`src/sv/slpq_pkg.sv`:
```
`timescale 1ns / 1ps

package slpq_pkg;

  localparam int unsigned DataW = 32;

  // Configuration register index (paddr[2])
  localparam logic REG_ORDER_MODE = 1'b0;

  typedef enum logic [1:0] {
    CMD_ADD    = 2'd0,
    CMD_REMOVE = 2'd1,
    CMD_SEARCH = 2'd2
  } cmd_e;

  typedef enum logic [1:0] {
    ST_OK    = 2'd0,
    ST_EMPTY = 2'd1,
    ST_FULL  = 2'd2
  } status_e;

  typedef enum logic [3:0] {
    S_IDLE,
    S_ALLOC,
    S_HEADNXT,
    S_WALK,
    S_LINKPOS,
    S_REM,
    S_REMPAIR,
    S_SEARCH
  } state_e;

  typedef struct packed {
    logic        [1:0]       command;
    logic signed [DataW-1:0] element_value;
    logic signed [DataW-1:0] priority_value;
  } in_t;

  typedef struct packed {
    logic signed [DataW-1:0] head_value;
    logic signed [DataW-1:0] head_priority;
    logic                    found;
    logic                    is_empty;
    logic        [1:0]       status;
  } out_t;

  // True when priority a sits at or ahead of priority b.
  function automatic logic goes_first(input logic mode,
                                      input logic signed [DataW-1:0] a,
                                      input logic signed [DataW-1:0] b);
    return mode ? (a >= b) : (a <= b);
  endfunction

endpackage

```
`src/sv/slpq_ram.sv`:
```
`timescale 1ns / 1ps

module slpq_ram #(
  parameter int unsigned Width = 32,
  parameter int unsigned Depth = 32
) (
  input  logic                     clk_i,
  input  logic                     we_i,
  input  logic [$clog2(Depth)-1:0] waddr_i,
  input  logic [Width-1:0]         wdata_i,
  input  logic                     re_i,
  input  logic [$clog2(Depth)-1:0] raddr_i,
  output logic [Width-1:0]         rdata_o
);

  logic [Width-1:0] mem [Depth];
  logic [Width-1:0] rdata_q;

  always_ff @(posedge clk_i) begin
    if (we_i) begin
      mem[waddr_i] <= wdata_i;
    end
  end

  always_ff @(posedge clk_i) begin
    if (re_i) begin
      rdata_q <= mem[raddr_i];
    end
  end

  assign rdata_o = rdata_q;

endmodule

```
`src/sv/slpq_ctrl.sv`:
```
`timescale 1ns / 1ps

module slpq_ctrl #(
  parameter int unsigned CAPACITY = 32
) (
  input  logic                              clk_i,
  input  logic                              rst_ni,
  input  logic                              order_mode_i,
  input  logic                              start_i,
  input  slpq_pkg::in_t                     cmd_i,
  output logic                              busy_o,
  output logic                              done_o,
  output slpq_pkg::out_t                    result_o,
  // pair store: {value, priority}
  output logic                              pr_we_o,
  output logic [$clog2(CAPACITY)-1:0]       pr_waddr_o,
  output logic [2*slpq_pkg::DataW-1:0]      pr_wdata_o,
  output logic                              pr_re_o,
  output logic [$clog2(CAPACITY)-1:0]       pr_raddr_o,
  input  logic [2*slpq_pkg::DataW-1:0]      pr_rdata_i,
  // link store
  output logic                              lk_we_o,
  output logic [$clog2(CAPACITY)-1:0]       lk_waddr_o,
  output logic [$clog2(CAPACITY+1)-1:0]     lk_wdata_o,
  output logic                              lk_re_o,
  output logic [$clog2(CAPACITY)-1:0]       lk_raddr_o,
  input  logic [$clog2(CAPACITY+1)-1:0]     lk_rdata_i
);

  import slpq_pkg::*;

  localparam int unsigned SW = $clog2(CAPACITY + 1);
  localparam int unsigned AW = $clog2(CAPACITY);
  localparam logic [SW-1:0] NONE = SW'(CAPACITY);

  state_e state_q, state_d;
  logic [SW-1:0] head_q, head_d;
  logic [SW-1:0] free_q, free_d;
  logic [SW-1:0] fresh_q, fresh_d;   // slots at and above this were never handed out
  logic [SW-1:0] count_q, count_d;
  logic [SW-1:0] slot_q, slot_d;
  logic [SW-1:0] pos_q, pos_d;
  logic [SW-1:0] nxt_q, nxt_d;
  logic signed [DataW-1:0] val_q, val_d, pri_q, pri_d;
  logic signed [DataW-1:0] hval_q, hval_d, hpri_q, hpri_d;
  out_t res_q, res_d;
  logic res_valid_q;

  logic do_place, do_step;
  logic [SW-1:0] place_s, cand;
  logic signed [DataW-1:0] place_v, place_p;
  logic fin, fin_found, fin_removed;
  status_e fin_status;
  logic signed [DataW-1:0] rd_val, rd_pri;

  assign rd_val = $signed(pr_rdata_i[2*DataW-1:DataW]);
  assign rd_pri = $signed(pr_rdata_i[DataW-1:0]);

  always_ff @(posedge clk_i or negedge rst_ni) begin
    if (!rst_ni) begin
      state_q     <= S_IDLE;
      head_q      <= NONE;
      free_q      <= '0;
      fresh_q     <= '0;
      count_q     <= '0;
      res_valid_q <= 1'b0;
    end else begin
      state_q     <= state_d;
      head_q      <= head_d;
      free_q      <= free_d;
      fresh_q     <= fresh_d;
      count_q     <= count_d;
      res_valid_q <= fin;
    end
  end

  always_ff @(posedge clk_i) begin
    slot_q <= slot_d;
    pos_q  <= pos_d;
    nxt_q  <= nxt_d;
    val_q  <= val_d;
    pri_q  <= pri_d;
    hval_q <= hval_d;
    hpri_q <= hpri_d;
    res_q  <= res_d;
  end

  always_comb begin
    state_d = state_q;
    head_d  = head_q;
    free_d  = free_q;
    fresh_d = fresh_q;
    count_d = count_q;
    slot_d  = slot_q;
    pos_d   = pos_q;
    nxt_d   = nxt_q;
    val_d   = val_q;
    pri_d   = pri_q;
    hval_d  = hval_q;
    hpri_d  = hpri_q;

    pr_we_o    = 1'b0;
    pr_waddr_o = '0;
    pr_wdata_o = '0;
    pr_re_o    = 1'b0;
    pr_raddr_o = '0;
    lk_we_o    = 1'b0;
    lk_waddr_o = '0;
    lk_wdata_o = '0;
    lk_re_o    = 1'b0;
    lk_raddr_o = '0;

    do_place    = 1'b0;
    do_step     = 1'b0;
    cand        = NONE;
    fin         = 1'b0;
    fin_found   = 1'b0;
    fin_removed = 1'b0;
    fin_status  = ST_OK;

    unique case (state_q)
      S_IDLE: begin
        if (start_i) begin
          val_d = cmd_i.element_value;
          pri_d = cmd_i.priority_value;
          unique case (cmd_e'(cmd_i.command))
            CMD_ADD: begin
              if (count_q == NONE || free_q == NONE) begin
                fin        = 1'b1;
                fin_status = ST_FULL;
              end else begin
                pr_we_o    = 1'b1;
                pr_waddr_o = free_q[AW-1:0];
                pr_wdata_o = {cmd_i.element_value, cmd_i.priority_value};
                slot_d     = free_q;
                count_d    = count_q + SW'(1);
                if (free_q == fresh_q) begin
                  // untouched slot: its successor on the free list is the next one
                  fresh_d  = fresh_q + SW'(1);
                  free_d   = fresh_q + SW'(1);
                  do_place = 1'b1;
                end else begin
                  lk_re_o    = 1'b1;
                  lk_raddr_o = free_q[AW-1:0];
                  state_d    = S_ALLOC;
                end
              end
            end
            CMD_REMOVE: begin
              if (head_q == NONE) begin
                fin        = 1'b1;
                fin_status = ST_EMPTY;
              end else begin
                lk_re_o    = 1'b1;
                lk_raddr_o = head_q[AW-1:0];
                val_d      = hval_q;
                pri_d      = hpri_q;
                state_d    = S_REM;
              end
            end
            CMD_SEARCH: begin
              if (head_q == NONE) begin
                fin = 1'b1;
              end else begin
                pr_re_o    = 1'b1;
                pr_raddr_o = head_q[AW-1:0];
                lk_re_o    = 1'b1;
                lk_raddr_o = head_q[AW-1:0];
                state_d    = S_SEARCH;
              end
            end
            default: begin
              fin = 1'b1;
            end
          endcase
        end
      end

      S_ALLOC: begin
        free_d   = lk_rdata_i;
        do_place = 1'b1;
      end

      S_HEADNXT: begin
        cand    = lk_rdata_i;
        do_step = 1'b1;
      end

      S_WALK: begin
        if (goes_first(order_mode_i, rd_pri, pri_q)) begin
          pos_d   = nxt_q;
          cand    = lk_rdata_i;
          do_step = 1'b1;
        end else begin
          lk_we_o    = 1'b1;
          lk_waddr_o = slot_q[AW-1:0];
          lk_wdata_o = nxt_q;
          state_d    = S_LINKPOS;
        end
      end

      S_LINKPOS: begin
        lk_we_o    = 1'b1;
        lk_waddr_o = pos_q[AW-1:0];
        lk_wdata_o = slot_q;
        fin        = 1'b1;
        state_d    = S_IDLE;
      end

      S_REM: begin
        // old head goes back on the free list
        lk_we_o    = 1'b1;
        lk_waddr_o = head_q[AW-1:0];
        lk_wdata_o = free_q;
        free_d     = head_q;
        count_d    = count_q - SW'(1);
        head_d     = lk_rdata_i;
        if (lk_rdata_i == NONE) begin
          fin         = 1'b1;
          fin_removed = 1'b1;
          state_d     = S_IDLE;
        end else begin
          pr_re_o    = 1'b1;
          pr_raddr_o = lk_rdata_i[AW-1:0];
          state_d    = S_REMPAIR;
        end
      end

      S_REMPAIR: begin
        hval_d      = rd_val;
        hpri_d      = rd_pri;
        fin         = 1'b1;
        fin_removed = 1'b1;
        state_d     = S_IDLE;
      end

      S_SEARCH: begin
        if (rd_val == val_q) begin
          fin       = 1'b1;
          fin_found = 1'b1;
          state_d   = S_IDLE;
        end else if (lk_rdata_i == NONE) begin
          fin     = 1'b1;
          state_d = S_IDLE;
        end else begin
          pr_re_o    = 1'b1;
          pr_raddr_o = lk_rdata_i[AW-1:0];
          lk_re_o    = 1'b1;
          lk_raddr_o = lk_rdata_i[AW-1:0];
        end
      end

      default: begin
        state_d = S_IDLE;
      end
    endcase

    // new slot goes in front of the head, or the walk starts at the head
    place_s = (state_q == S_IDLE) ? free_q : slot_q;
    place_v = (state_q == S_IDLE) ? cmd_i.element_value : val_q;
    place_p = (state_q == S_IDLE) ? cmd_i.priority_value : pri_q;
    if (do_place) begin
      if (head_q == NONE || goes_first(order_mode_i, place_p, hpri_q)) begin
        lk_we_o    = 1'b1;
        lk_waddr_o = place_s[AW-1:0];
        lk_wdata_o = head_q;
        head_d     = place_s;
        hval_d     = place_v;
        hpri_d     = place_p;
        fin        = 1'b1;
        state_d    = S_IDLE;
      end else begin
        lk_re_o    = 1'b1;
        lk_raddr_o = head_q[AW-1:0];
        pos_d      = head_q;
        state_d    = S_HEADNXT;
      end
    end

    // one walk step: end of list links in at the tail, else fetch the candidate
    if (do_step) begin
      if (cand == NONE) begin
        lk_we_o    = 1'b1;
        lk_waddr_o = slot_q[AW-1:0];
        lk_wdata_o = NONE;
        state_d    = S_LINKPOS;
      end else begin
        pr_re_o    = 1'b1;
        pr_raddr_o = cand[AW-1:0];
        lk_re_o    = 1'b1;
        lk_raddr_o = cand[AW-1:0];
        nxt_d      = cand;
        state_d    = S_WALK;
      end
    end
  end

  always_comb begin
    res_d          = res_q;
    if (fin) begin
      res_d.found    = fin_found;
      res_d.status   = fin_status;
      res_d.is_empty = (head_d == NONE);
      if (fin_removed) begin
        res_d.head_value    = val_q;
        res_d.head_priority = pri_q;
      end else if (head_d == NONE) begin
        res_d.head_value    = '0;
        res_d.head_priority = '0;
      end else begin
        res_d.head_value    = hval_d;
        res_d.head_priority = hpri_d;
      end
    end
  end

  assign busy_o   = (state_q != S_IDLE);
  assign done_o   = res_valid_q;
  assign result_o = res_q;

endmodule

```
`src/sv/sorted_list_priority_queue.sv`:
```
`timescale 1ns / 1ps

// Channel   Direction  Handshake                 Payload
// command   in         start & !busy             cmd_i    (slpq_pkg::in_t)
// result    out        done_o, one cycle wide    result_o (slpq_pkg::out_t)
// config    in         APB write, pready tied 1  pwdata[0] -> order_mode
//
// Adds and searches are bound by the list walk: one linked slot per cycle
// through the link memory. The result beat is registered and shows in the
// cycle after the last step.
// Reset: empty queue, free list 0,1,2 onward built lazily, no clearing pass.
// The receiver cannot stall: each result beat is valid for one cycle only.

module sorted_list_priority_queue #(
  parameter int unsigned CAPACITY = 32
) (
  input  logic           clk_i,
  input  logic           rst_ni,
  // command channel
  input  logic           start,
  output logic           busy,
  input  slpq_pkg::in_t  cmd_i,
  // result channel
  output logic           done_o,
  output slpq_pkg::out_t result_o,
  // configuration port
  input  logic           psel,
  input  logic           penable,
  input  logic           pwrite,
  input  logic [2:0]     paddr,
  input  logic [31:0]    pwdata,
  output logic [31:0]    prdata,
  output logic           pready
);

  import slpq_pkg::*;

  localparam int unsigned SW = $clog2(CAPACITY + 1);
  localparam int unsigned AW = $clog2(CAPACITY);

  // Order relation register
  logic order_mode_q;

  always_ff @(posedge clk_i or negedge rst_ni) begin
    if (!rst_ni) begin
      order_mode_q <= 1'b0;
    end else if (psel && penable && pwrite && pready && paddr[2] == REG_ORDER_MODE) begin
      order_mode_q <= pwdata[0];
    end
  end

  assign pready = 1'b1;
  assign prdata = (paddr[2] == REG_ORDER_MODE) ? {31'd0, order_mode_q} : 32'd0;

  // Memory ports
  logic                 pr_we, pr_re;
  logic [AW-1:0]        pr_waddr, pr_raddr;
  logic [2*DataW-1:0]   pr_wdata, pr_rdata;
  logic                 lk_we, lk_re;
  logic [AW-1:0]        lk_waddr, lk_raddr;
  logic [SW-1:0]        lk_wdata, lk_rdata;

  // (value, priority) of each slot
  slpq_ram #(
    .Width (2 * DataW),
    .Depth (CAPACITY)
  ) u_pair_ram (
    .clk_i   (clk_i),
    .we_i    (pr_we),
    .waddr_i (pr_waddr),
    .wdata_i (pr_wdata),
    .re_i    (pr_re),
    .raddr_i (pr_raddr),
    .rdata_o (pr_rdata)
  );

  // Successor of each slot, on the queue list or on the free list
  slpq_ram #(
    .Width (SW),
    .Depth (CAPACITY)
  ) u_link_ram (
    .clk_i   (clk_i),
    .we_i    (lk_we),
    .waddr_i (lk_waddr),
    .wdata_i (lk_wdata),
    .re_i    (lk_re),
    .raddr_i (lk_raddr),
    .rdata_o (lk_rdata)
  );

  // Sequencer: allocation, sorted insert walk, pop, search
  slpq_ctrl #(
    .CAPACITY (CAPACITY)
  ) u_ctrl (
    .clk_i        (clk_i),
    .rst_ni       (rst_ni),
    .order_mode_i (order_mode_q),
    .start_i      (start),
    .cmd_i        (cmd_i),
    .busy_o       (busy),
    .done_o       (done_o),
    .result_o     (result_o),
    .pr_we_o      (pr_we),
    .pr_waddr_o   (pr_waddr),
    .pr_wdata_o   (pr_wdata),
    .pr_re_o      (pr_re),
    .pr_raddr_o   (pr_raddr),
    .pr_rdata_i   (pr_rdata),
    .lk_we_o      (lk_we),
    .lk_waddr_o   (lk_waddr),
    .lk_wdata_o   (lk_wdata),
    .lk_re_o      (lk_re),
    .lk_raddr_o   (lk_raddr),
    .lk_rdata_i   (lk_rdata)
  );

endmodule

```
`config.mk`:
```
export PLATFORM = sky130hd
export DESIGN_NAME = sorted_list_priority_queue
export DESIGN_NICKNAME = d
export VERILOG_FILES = /design/src/sv/slpq_pkg.sv /design/src/sv/slpq_ram.sv /design/src/sv/slpq_ctrl.sv /design/src/sv/sorted_list_priority_queue.sv
export SDC_FILE = /design/constraint.sdc
export NUM_CORES = 2
export LEC_CHECK = 0
export ABC_AREA = 1
export BUFFER_PORTS_ARGS = -buffer_cell sky130_fd_sc_hd__buf_4
export CAP_MARGIN = 0
export CORE_MARGIN = 10
export CORE_UTILIZATION = 25
export DETAILED_ROUTE_END_ITERATION = 16
export GPL_TIMING_DRIVEN = 0
export HOLD_SLACK_MARGIN = 0.02
export PLACE_DENSITY_LB_ADDON = 0.3
export SYNTH_ARGS = -nofsm -noshare
export SYNTH_HDL_FRONTEND = slang
export SYNTH_SLANG_ARGS = --single-unit
```
`constraint.sdc`:
```
create_clock -name clk_i -period 22.9 [get_ports clk_i]
set_clock_uncertainty 0.1 [all_clocks]
set_input_delay 4.58 -clock clk_i [delete_from_list [all_inputs] [get_ports clk_i]]
set_output_delay 4.58 -clock clk_i [all_outputs]
set_load 0.1 [all_outputs]
```
==> impl_metrics.yaml <==
synthesis:
  ys_async_sr_fraction: 0.0114
  synth.distinct_cells: 51
  avgSynthCellArea_um2: 11.4
  syn_area_um2: 108000
  synth_top_cell_by_area: "edfxtp_1"
  yosys_most_used_dff: "edfxtp_1"
  synthTopCellsByArea: "edfxtp_1 68%, nand3_1 14%, nand2_1 6.3%"
  synth.ff_latch_count: 2552
  synth_top_cell_area_share: 0.681
  synth_edf_count: 2454
  syn_inst: 9501
  ys_seq_area_frac: 0.700
  yosysWarnings: 0
sta:
  setup_violations: 0
  hold_viol_final: 0
  fin_crit_sh: 0.426
  tightestPinTransition_ps: 1550
  drv_slew: 11
  rsz0062_at_grt: "no"
  final.min_clock_period_ps: 9760
  fmaxAchievable_ghz: 0.102
  fin_setup_tns_ps: 0
  slew_headroom: -0.0332
critical_path:
  cp_top_family: "buffers and inverters"
  critPathCaptureType: "primary output"
  required_ps: 18220
  slowest_stage: "buf_4"
  path_cells: "buf_4, nor2_1, buf_4"
  path_class: "in2out"
  cp_max_fo: 2
  start_kind: "input port"
  slowest_delay_ps: 290
  critical_path_buf_inv_count: 2
  cp_data_arrival_time_ps: 5080
  critPathMostFrequentCell: "buf_4"
clock_tree:
  clkTransAtPathRegs_ps: 60
  cts_resized: 0
  cts_root_buf: "clkbuf_16"
  postCtsSetupRepairBufs: 0
  hold_buffers: 0
  cts-buffers-inserted: 291
  clkSinkCount: 2552
  tritoncts: "done"
  clk_latency_ps: 910
  h-tree-depth: 5
  cts_buffer_depth: 4
pwr:
  power_leakage_nw: 47.7
  peakVddDrop_v: 0.0000566
  power_density_nw_per_um2: 74.9
routing:
  via_per_inst: 4.91
  vias: 78800
  drtIter0Drc: 9902
  drc: 0
  postRouteAntennaNets: 0
  wl_per_cell_um: 25.3
  dr.pass1.iters: 8
  wl_um: 406000
layout:
  nFillCells: 44300
  final_cells: 16100
  regArea_um2: 75800
  nets: 10300
  layout_common_cells: "3044 x nand3_1, 2454 x edfxtp_1, 1821 x nand2_1, 465 x inv_1, 401 x clkbuf_1"
  final_common_cell: "nand3_1"
  multi_input_area_um2: 28300
  syn2layout_area_growth_pct: 19.0
  drive_above_1_share: 0.103
global_routing:
  antenna_found_initial: 62
  grt_use_total: 0.168
  grt_pass1_vias: 75200
  grt_max_degree: 34
  grt_pass1_wl_um: 567000
  grt_overflow: 0
hold_path:
  hold_path.class: "reg2reg"
placed_design:
  dpl.hpwl_um: 294000
  dp_cells: 15500
  gp_congestion: 0.875
  port_buffers: 144
floorplanning:
  initial_core_util: 0.251
  die_area_um2: 460000
  die_h_um: 678
  die_x_um: 678
  core_area_um2: 431000
  io_pins: 210
  placementRows: 241
status:
  violations: "capacitance limit, slew limit"
  outcome: "finished, violations left"
run:
  maxCapViolCount: 1
-- synthesized netlist by cell type, types with 10 or more instances --
cell	number
nand2_1	1822
nand4_1	34
nor3_1	18
dfrtp_1	28
buf_1	100
edfxtp_1	2454
o22ai_1	73
clkbuf_1	343
inv_1	465
nor2_1	230
o211ai_1	65
nand3b_1	38
nand2_2	10
xor2_1	14
buf_2	211
ha_1	73
o21ai_0	221
dfxtp_1	69
nand3_1	3045
a21oi_1	79
buf_4	40
-- registers in the layout (all words and copies together) (netlist names), 6 cells and up --
name / cells
u_ctrl.val_q: 32
u_ctrl.free_q: 6
u_ctrl.hval_q: 32
u_link_ram.rdata_o: 6
u_ctrl.nxt_q: 6
u_ctrl.fresh_q: 6
u_ctrl.count_q: 6
u_link_ram.mem: 192
u_pair_ram.rdata_o: 64
u_ctrl.head_q: 6
u_pair_ram.mem: 2048
u_ctrl.result_o: 68
u_ctrl.pri_q: 32
u_ctrl.slot_q: 6
u_ctrl.hpri_q: 32
-- final cells by class --
type | instances | area share
clock buffers | 374 | 0.0601
well taps | 5710 | 0.0555
repair buffers | 283 | 0.0285
flip-flops and latches | 2552 | 0.589
clock inverters | 132 | 0.00908
inverters | 474 | 0.0138
diodes | 34 | 0.000661
plain buffers | 701 | 0.0242
multi-input cells | 5804 | 0.220
-- path summary, 6_finish.rpt --
path / end / slack [ps] / cells after the start / start
min: u_ctrl.slot_q[4]$_DFFE_PP_ / 360 / 0 / u_ctrl.free_q[4]$_DFFE_PN0P_
max: prdata[0] / 13140 / 3 / paddr[2]
max in group asynchronous: u_ctrl.head_q[5]$_DFF_PN1_ / 18740 / 1 / rst_ni
min in group asynchronous: u_ctrl.done_o$_DFF_PN0_ / 3530 / 1 / rst_ni
min reg2reg: u_ctrl.slot_q[4]$_DFFE_PP_ / 360 / 0 / u_ctrl.free_q[4]$_DFFE_PN0P_
max reg2reg: u_link_ram.mem[0][3]$_DFFE_PP_ / 15960 / 23 / u_ctrl.state_q[2]$_DFFE_PN0P_
-- routing by layer --
metal	vias to the layer above	global-route usage	wire length, um
li1	35400	-	-
met1	39100	0.225	169000
met2	3608	0.269	186000
met3	701	0.0294	34400
met4	6	0.0691	16900
met5	-	0	41
-- through the flow --
stage | hold WS [ps] | setup WS, ps | instance area [um^2] | util | power [W]
final | 356 | 13140 | 129000 | 0.299 | 0.00964
after global routing | 364 | 13100 | 129000 | 0.299 | 0.00987
after floorplan | 320 | 11220 | 108000 | - | 0.00520
after global placement | 324 | 3990 | 117000 | 0.270 | 0.00524
after CTS | 356 | 13140 | 129000 | 0.298 | 0.00970
after detailed placement | 331 | 12810 | 120000 | 0.278 | 0.00525
-- power by group --
group          internal (W)  switching [W]
clock network       0.00255        0.00194
logic             0.0000252      0.0000751
registers           0.00504     0.00000503
-- cells by family (layout without fill, tap and decap cells) --
group | count (synthesis) | after routing | share of synthesized area
other cells | 2 | 66 | 0.0000694
xor+xnor | 17 | 17 | 0.00138
flops | 2552 | 2552 | 0.700
fa+ha+maj | 74 | 74 | 0.00863
simple gates | 5213 | 5213 | 0.220
compound gates | 468 | 468 | 0.0248
buf+inv | 1175 | 1964 | 0.0451
Power figures use the tool's default switching activity.
